<file path="config.mk">
export PLATFORM = sky130hd
export DESIGN_NAME = modular_exponentiation
export DESIGN_NICKNAME = d
export VERILOG_FILES = /design/src/hdl/mexp_pkg.sv /design/src/hdl/mexp_dp.sv /design/src/hdl/mexp_ctrl.sv /design/src/hdl/modular_exponentiation.sv
export SDC_FILE = /design/constraint.sdc
export NUM_CORES = 1
export LEC_CHECK = 0
export ABC_AREA = 1
export BUFFER_PORTS_ARGS = -buffer_cell sky130_fd_sc_hd__buf_2
export CAP_MARGIN = 20
export CELL_PAD_IN_SITES_DETAIL_PLACEMENT = 0
export CELL_PAD_IN_SITES_GLOBAL_PLACEMENT = 1
export CORE_UTILIZATION = 49
export DETAILED_ROUTE_END_ITERATION = 10
export PLACE_DENSITY_LB_ADDON = 0.1
export SYNTH_ARGS = -nofsm -noshare
export SYNTH_HDL_FRONTEND = slang
export SYNTH_SLANG_ARGS = --single-unit
</file>
<file path="constraint.sdc">
create_clock -name aclk -period 13.8 [get_ports aclk]
set_clock_uncertainty 0.1 [all_clocks]
set_input_delay 1.38 -clock aclk [delete_from_list [all_inputs] [get_ports aclk]]
set_output_delay 1.38 -clock aclk [all_outputs]
set_load 0.01 [all_outputs]
</file>
<file path="src/hdl/mexp_pkg.sv">
`timescale 1ns / 1ps
// ----------------------------------------------------------------------------
// Modular exponentiation package
// Field widths, stream packing and the command and status groups passed
// between the controller and the datapath.
// ----------------------------------------------------------------------------
package mexp_pkg;

    localparam int BASE_W    = 31;
    localparam int EXP_W     = 31;
    localparam int CFG_W     = 16;
    localparam int OUT_W     = 16;
    localparam int S_TDATA_W = 64;
    localparam int M_TDATA_W = 16;

    // Commands from the controller to the datapath.
    typedef struct packed {
        logic load;       // capture a new beat and start the base reduction
        logic div_step;   // one bit of the base reduction
        logic mul_start;  // clear the accumulator and load the multiplier operand
        logic sel_sqr;    // operand for mul_start: base (square) or product (multiply)
        logic mul_step;   // one bit of the modular multiplication
        logic wr_prod;    // store the multiplication result as the running product
        logic wr_base;    // store the multiplication result as the new base
        logic exp_shift;  // move to the next exponent bit
        logic out_load;   // capture the result into the output register
    } mexp_cmd_t;

    // Status from the datapath to the controller.
    typedef struct packed {
        logic mod_small;  // modulus is zero or one
        logic div_last;   // final reduction step this cycle
        logic mul_last;   // final multiplication step this cycle
        logic exp_zero;   // no exponent bits left to process
        logic exp_bit;    // current exponent bit
    } mexp_status_t;

endpackage

</file>
<file path="src/hdl/mexp_dp.sv">
`timescale 1ns / 1ps
// ----------------------------------------------------------------------------
// Modular exponentiation datapath
// Holds the modulus register, the bit-serial base reduction, the shared
// shift-and-add modular multiplier, the exponent shifter and the output register.
// ----------------------------------------------------------------------------
module mexp_dp #(
    parameter int EXP_BITS = 31,
    parameter int MOD_BITS = 16
) (
    input  logic                           aclk,
    input  logic                           aresetn,
    input  logic                           cfg_wr_en,
    input  logic [mexp_pkg::CFG_W-1:0]     cfg_wr_data,
    input  logic [mexp_pkg::BASE_W-1:0]    in_base,
    input  logic [mexp_pkg::EXP_W-1:0]     in_exp,
    input  mexp_pkg::mexp_cmd_t            cmd,
    output mexp_pkg::mexp_status_t         status,
    output logic [mexp_pkg::OUT_W-1:0]     result
);
    import mexp_pkg::*;

    localparam int MW  = (MOD_BITS < CFG_W) ? MOD_BITS : CFG_W;
    localparam int EW  = (EXP_BITS < EXP_W) ? EXP_BITS : EXP_W;
    localparam int DCW = $clog2(BASE_W);
    localparam int MCW = (MW > 1) ? $clog2(MW) : 1;

    logic [CFG_W-1:0]  modulus_reg;
    logic [MW-1:0]     base_reg;
    logic [BASE_W-1:0] bsh_reg;
    logic [EW-1:0]     exp_reg;
    logic [MW-1:0]     prod_reg;
    logic [MW-1:0]     acc_reg;
    logic [MW-1:0]     mop_reg;
    logic [DCW-1:0]    div_cnt_reg;
    logic [MCW-1:0]    mul_cnt_reg;
    logic [OUT_W-1:0]  out_reg;

    logic [MW-1:0] m;
    logic [MW:0]   m_ext;
    logic [MW:0]   div_try;
    logic [MW:0]   div_red;
    logic [MW:0]   dbl_try;
    logic [MW:0]   dbl_red;
    logic [MW:0]   add_try;
    logic [MW:0]   add_red;
    logic [MW-1:0] mul_res;

    assign m     = modulus_reg[MW-1:0];
    assign m_ext = {1'b0, m};

    // Restoring reduction: one dividend bit per cycle, remainder kept below m.
    assign div_try = {base_reg, bsh_reg[BASE_W-1]};
    assign div_red = (div_try >= m_ext) ? div_try - m_ext : div_try;

    // Interleaved multiply: double the accumulator, then add the base if the
    // operand bit is set, reducing after each add. Both terms stay below m.
    assign dbl_try = {acc_reg, 1'b0};
    assign dbl_red = (dbl_try >= m_ext) ? dbl_try - m_ext : dbl_try;
    assign add_try = {1'b0, dbl_red[MW-1:0]} + {1'b0, base_reg};
    assign add_red = (add_try >= m_ext) ? add_try - m_ext : add_try;
    assign mul_res = mop_reg[MW-1] ? add_red[MW-1:0] : dbl_red[MW-1:0];

    always_ff @(posedge aclk) begin
        if (!aresetn) begin
            modulus_reg <= CFG_W'(1);
        end else if (cfg_wr_en) begin
            modulus_reg <= cfg_wr_data;
        end
    end

    always_ff @(posedge aclk) begin
        if (cmd.load) begin
            base_reg    <= '0;
            bsh_reg     <= in_base;
            exp_reg     <= in_exp[EW-1:0];
            prod_reg    <= MW'(1);
            div_cnt_reg <= DCW'(BASE_W - 1);
        end
        if (cmd.div_step) begin
            base_reg    <= div_red[MW-1:0];
            bsh_reg     <= {bsh_reg[BASE_W-2:0], 1'b0};
            div_cnt_reg <= div_cnt_reg - DCW'(1);
        end
        if (cmd.mul_start) begin
            acc_reg     <= '0;
            mop_reg     <= cmd.sel_sqr ? base_reg : prod_reg;
            mul_cnt_reg <= MCW'(MW - 1);
        end else if (cmd.mul_step) begin
            acc_reg     <= mul_res;
            mop_reg     <= {mop_reg[MW-2:0], 1'b0};
            mul_cnt_reg <= mul_cnt_reg - MCW'(1);
        end
        if (cmd.wr_prod) begin
            prod_reg <= mul_res;
        end
        if (cmd.wr_base) begin
            base_reg <= mul_res;
        end
        if (cmd.exp_shift) begin
            exp_reg <= exp_reg >> 1;
        end
        if (cmd.out_load) begin
            out_reg <= status.mod_small ? '0 : OUT_W'(prod_reg);
        end
    end

    assign status.mod_small = (m <= MW'(1));
    assign status.div_last  = (div_cnt_reg == '0);
    assign status.mul_last  = (mul_cnt_reg == '0);
    assign status.exp_zero  = (exp_reg == '0);
    assign status.exp_bit   = exp_reg[0];

    assign result = out_reg;

endmodule

</file>
<file path="src/hdl/mexp_ctrl.sv">
`timescale 1ns / 1ps
// ----------------------------------------------------------------------------
// Modular exponentiation controller
// Sequences reduction, multiply and square steps per exponent bit and owns
// the stream handshakes.
// ----------------------------------------------------------------------------
module mexp_ctrl (
    input  logic                   aclk,
    input  logic                   aresetn,
    input  logic                   s_tvalid,
    output logic                   s_tready,
    output logic                   m_tvalid,
    input  logic                   m_tready,
    input  mexp_pkg::mexp_status_t status,
    output mexp_pkg::mexp_cmd_t    cmd
);
    import mexp_pkg::*;

    typedef enum logic [2:0] {
        ST_IDLE,
        ST_REDUCE,
        ST_BIT,
        ST_MUL,
        ST_SQR,
        ST_DONE
    } state_t;

    state_t state_reg;
    logic   m_tvalid_reg;
    logic   out_free;

    assign out_free = !m_tvalid_reg || m_tready;
    assign s_tready = (state_reg == ST_IDLE);
    assign m_tvalid = m_tvalid_reg;

    always_comb begin
        cmd = '0;
        unique case (state_reg)
            ST_IDLE: begin
                cmd.load = s_tvalid;
            end
            ST_REDUCE: begin
                cmd.div_step = 1'b1;
            end
            ST_BIT: begin
                cmd.mul_start = !status.exp_zero;
                cmd.sel_sqr   = !status.exp_bit;
            end
            ST_MUL: begin
                cmd.mul_step = 1'b1;
                // The square of the same base follows straight on.
                if (status.mul_last) begin
                    cmd.wr_prod   = 1'b1;
                    cmd.mul_start = 1'b1;
                    cmd.sel_sqr   = 1'b1;
                end
            end
            ST_SQR: begin
                cmd.mul_step = 1'b1;
                if (status.mul_last) begin
                    cmd.wr_base   = 1'b1;
                    cmd.exp_shift = 1'b1;
                end
            end
            ST_DONE: begin
                cmd.out_load = out_free;
            end
            default: begin
                cmd = '0;
            end
        endcase
    end

    always_ff @(posedge aclk) begin
        if (!aresetn) begin
            state_reg    <= ST_IDLE;
            m_tvalid_reg <= 1'b0;
        end else begin
            // A new result replaces one that is taken at the same edge.
            if (cmd.out_load) begin
                m_tvalid_reg <= 1'b1;
            end else if (m_tready) begin
                m_tvalid_reg <= 1'b0;
            end
            unique case (state_reg)
                ST_IDLE: begin
                    if (s_tvalid) begin
                        state_reg <= status.mod_small ? ST_DONE : ST_REDUCE;
                    end
                end
                ST_REDUCE: begin
                    if (status.div_last) begin
                        state_reg <= ST_BIT;
                    end
                end
                ST_BIT: begin
                    if (status.exp_zero) begin
                        state_reg <= ST_DONE;
                    end else begin
                        state_reg <= status.exp_bit ? ST_MUL : ST_SQR;
                    end
                end
                ST_MUL: begin
                    if (status.mul_last) begin
                        state_reg <= ST_SQR;
                    end
                end
                ST_SQR: begin
                    if (status.mul_last) begin
                        state_reg <= ST_BIT;
                    end
                end
                ST_DONE: begin
                    if (out_free) begin
                        state_reg <= ST_IDLE;
                    end
                end
                default: begin
                    state_reg <= ST_IDLE;
                end
            endcase
        end
    end

endmodule

</file>
<file path="src/hdl/modular_exponentiation.sv">
`timescale 1ns / 1ps
// ----------------------------------------------------------------------------
// Modular exponentiation
// Raises a base to an exponent modulo a configured modulus by right-to-left
// binary square and multiply on one shared bit-serial modular multiplier.
// ----------------------------------------------------------------------------
// Usage: write the modulus through cfg_wr_en/cfg_wr_data while the block is
// idle; it resets to one, which gives a result of zero for every beat.
// Each input beat carries a base and an exponent; each produces exactly one
// output beat holding base^exponent mod modulus.
// One beat is worked on at a time. How long a beat takes grows with
// MW = min(MOD_BITS, 16) and with the position of the highest set exponent
// bit. The base is first reduced modulo the modulus by the restoring
// reduction; then each exponent bit up to the highest set one gets a
// multiply if it is set and always a square, both on the shared multiplier,
// which retires one operand bit per cycle. A modulus of zero or one skips
// both the reduction and the multiplication.
// A finished result sits in the output register while the next beat is
// accepted and computed; the block only waits when a second result is ready
// and the first has still not been taken. Reset is synchronous and active
// low; it clears the handshake state and restores the modulus to one.
// ----------------------------------------------------------------------------
module modular_exponentiation #(
    parameter int EXP_BITS = 31,
    parameter int MOD_BITS = 16
) (
    input  logic                             aclk,
    input  logic                             aresetn,
    input  logic                             cfg_wr_en,
    input  logic [mexp_pkg::CFG_W-1:0]       cfg_wr_data,  // modulus
    input  logic                             s_tvalid,
    output logic                             s_tready,
    input  logic [mexp_pkg::S_TDATA_W-1:0]   s_tdata,      // base_value, exponent
    output logic                             m_tvalid,
    input  logic                             m_tready,
    output logic [mexp_pkg::M_TDATA_W-1:0]   m_tdata       // power_mod
);
    import mexp_pkg::*;

    mexp_cmd_t    cmd;
    mexp_status_t status;
    logic [OUT_W-1:0] result;

    mexp_ctrl u_ctrl (
        .aclk     (aclk),
        .aresetn  (aresetn),
        .s_tvalid (s_tvalid),
        .s_tready (s_tready),
        .m_tvalid (m_tvalid),
        .m_tready (m_tready),
        .status   (status),
        .cmd      (cmd)
    );

    mexp_dp #(
        .EXP_BITS (EXP_BITS),
        .MOD_BITS (MOD_BITS)
    ) u_dp (
        .aclk        (aclk),
        .aresetn     (aresetn),
        .cfg_wr_en   (cfg_wr_en),
        .cfg_wr_data (cfg_wr_data),
        .in_base     (s_tdata[BASE_W-1:0]),
        .in_exp      (s_tdata[BASE_W +: EXP_W]),
        .cmd         (cmd),
        .status      (status),
        .result      (result)
    );

    assign m_tdata = M_TDATA_W'(result);

endmodule

</file>
==> flow_summary.ini <==
[floorplanning]
die_width_um = 157.0
dieArea_um2 = 24640
num_rows = 56
ios = 103
die_h_um = 157.0
initial_core_util_pct = 49.98
core_area_um2 = 23540

[global_route]
grt_pass1_wl_um = 51160
grt_usage_pct = 27.58
grt_max_degree = 51
grt_pass1_vias = 9332
antenna_found_initial = 0
gr-total-overflow = 0

[critical_path]
slowest_stage = ha_1
reg2regPathDepth = 32
r2r_start = u_dp.m[6]$_SDFFE_PN0P_
slowest_delay_ps = 390
startpoint = u_dp.m[6]$_SDFFE_PN0P_
critPathKind = flop to flop
critical_path_arrival_ps = 5980
cp_max_fo = 17
r2r_setup_slack_ps = 7900
crit_required_ps = 13870
cp_common_cell = nand2_1
startpoint_type = flop
timing.rr.end = u_dp.base_reg[13]$_DFFE_PP_
worst_setup_path_end_kind = flop
crit_path_end = u_dp.base_reg[13]$_DFFE_PP_

[final_layout]
area_growth_pct = 11.87
fillers = 2258
multiInputGateArea_um2 = 6186
register_area_um2 = 4715
diodes = 0
drive_gt1_share_pct = 14.23
finalNetCount = 1738

[synthesis]
synthTopCellsByCount = nand2_1 (470), inv_1 (159), edfxtp_1 (129)
ys.flop_type = edfxtp_1
synth_cells = 1500
syn_area_per_cell_um2 = 7.844
synth_edf_count = 129
yosys.area.top_type = edfxtp_1
syn_area_um2 = 11770
ys_ff_latch = 171
yosysMostFrequentCell = nand2_1
yosysUniqueCellTypes = 44
yosysWarnings = 0
ys_seq_area_share_pct = 40.07
synth-async-reset-ratio_pct = 0
synthDominantCellAreaShare_pct = 32.92
syn_nets = 1656
netlist_top_cells_area = edfxtp_1 (33%), nand2_1 (15%), dfxtp_1 (7.1%)

[routing]
num_vias = 10370
finalWirelength_um = 33170
drc = 0
dr.first_iter.drc_count = 906
vias_per_cell = 5.419
dr.pass1.iters = 5
ant_nets = 0
wl_per_cell_um = 17.33

[clock_tree]
htree_levels = 4
cts_made_buffers = 17
ctsHoldBuffers = 0
clk_path_buf_depth = 2
clock_sinks = 171
cts-root-buf = clkbuf_16
clk_pin_slew_worst_paths_ps = 80
cts_resized = 0
clock_latency_ps = 430
post-cts-setup-buffers = 0
cts_tree = built

[sta]
finalSetupTns_ps = 0
max_freq_ghz = 0.1694
finalMaxSlewViolations = 0
tightest_slew_ps = 1026
period_minus_slack_ps = 5903
finalHoldViolCount = 0
period_share_pct = 42.78
rsz0062_at_grt = no
setup_viol = 0
max_slew_margin_pct = 31.42

[place]
port_buffers = 100
gp_routability_congestion = 0.9123
dp_hpwl_um = 25560

[hold_path]
hp-class = flop to flop
hold_start = u_dp.bsh_reg[0]$_SDFFE_PP0P_

[status]
status = complete, no violations

[run]
max-cap-violations = 0
## per-layer routing
layer  GRT usage (%)  vias up  part of all wire [%]
li1                -     5196                     -
met1           40.26     4818                    47
met2           41.97      327                    44
met3           5.314       31                   7.4
met4           6.209        0                   1.3
met5               0        -                     0
## placed cells by master, fill, tap and decap left out, types with 12 or more instances in the layout
cell type	netlist	routed
nand2_1	470	470
inv_1	159	159
edfxtp_1	129	129
nand3_1	120	120
buf_2	8	100
nor2_1	92	89
a21oi_1	81	81
ha_1	67	67
o21ai_0	49	49
dfxtp_1	42	42
nand3_2	31	31
a32o_1	29	29
nand3b_1	26	26
xor2_1	21	21
clkbuf_16	0	17
nand2_2	16	16
xnor2_1	16	16
a31oi_1	14	14
inv_2	12	12
## final cells by class
type                       instances  share of cell area [%]
tap                              319                   3.032
timing repair buffer             109                   4.648
multi-input combinational       1112                   47.00
clock buffer                      18                   3.260
clock inverter                    14                   1.369
sequential                       171                   35.82
inverter                         171                   4.876
## cells by family (layout without fill, tap and decap cells)
group                      after synthesis  in the layout  share of synthesized area (%)
AOI/OAI and AO/OA                      194            194                          10.28
xor gates and xnor gates                37             37                          2.754
adders and majority gates               71             71                          7.805
buffers and inverters                  217            312                          7.582
DFF                                    171            171                          40.07
and+or+nand+nor                        810            810                          31.51
## worst min path at each step
| stage | end | slack (ps) | cells past startpoint |
|---|---|---|---|
| 3_5_place_dp | u_dp.bsh_reg[0]$_SDFFE_PP0P_ | 340 | 2 |
| 3_3_place_gp | u_dp.bsh_reg[0]$_SDFFE_PP0P_ | 340 | 2 |
| 4_1_cts | u_dp.bsh_reg[0]$_SDFFE_PP0P_ | 350 | 2 |
| 2_1_floorplan | u_dp.bsh_reg[0]$_SDFFE_PP0P_ | 320 | 2 |
| 5_1_grt | u_dp.bsh_reg[0]$_SDFFE_PP0P_ | 390 | 2 |
| 6_report | u_dp.bsh_reg[0]$_SDFFE_PP0P_ | 350 | 2 |
## critical path, delay by kind of cell, from the launching register on
kind	cells	cell delay, ps
AND/OR/NAND/NOR	24	3120
buffers and inverters	1	280
AO/OA/AOI/OAI	4	680
flip-flops	1	300
adder cells (fa/ha/maj)	3	1100
## metrics by stage
| step | setup WS [ps] | hold slack, ps | cell area [um2] | cells | utilization, % |
|---|---|---|---|---|---|
| detailed placement | 8037 | 342.9 | 12490 | 1879 | 53.04 |
| global placement | 8006 | 336.0 | 12490 | 1879 | 53.04 |
| global route | 7403 | 394.7 | 13160 | 1914 | 55.91 |
| CTS | 8012 | 352.3 | 13100 | 1911 | 55.63 |
| finish | 7897 | 350.0 | 13160 | 1914 | 55.91 |
| floorplan | 9268 | 324.5 | 11770 | 1500 | - |
Power is not shown: default switching activity piles up to over one toggle a cycle in this logic, so the estimate is an artifact.
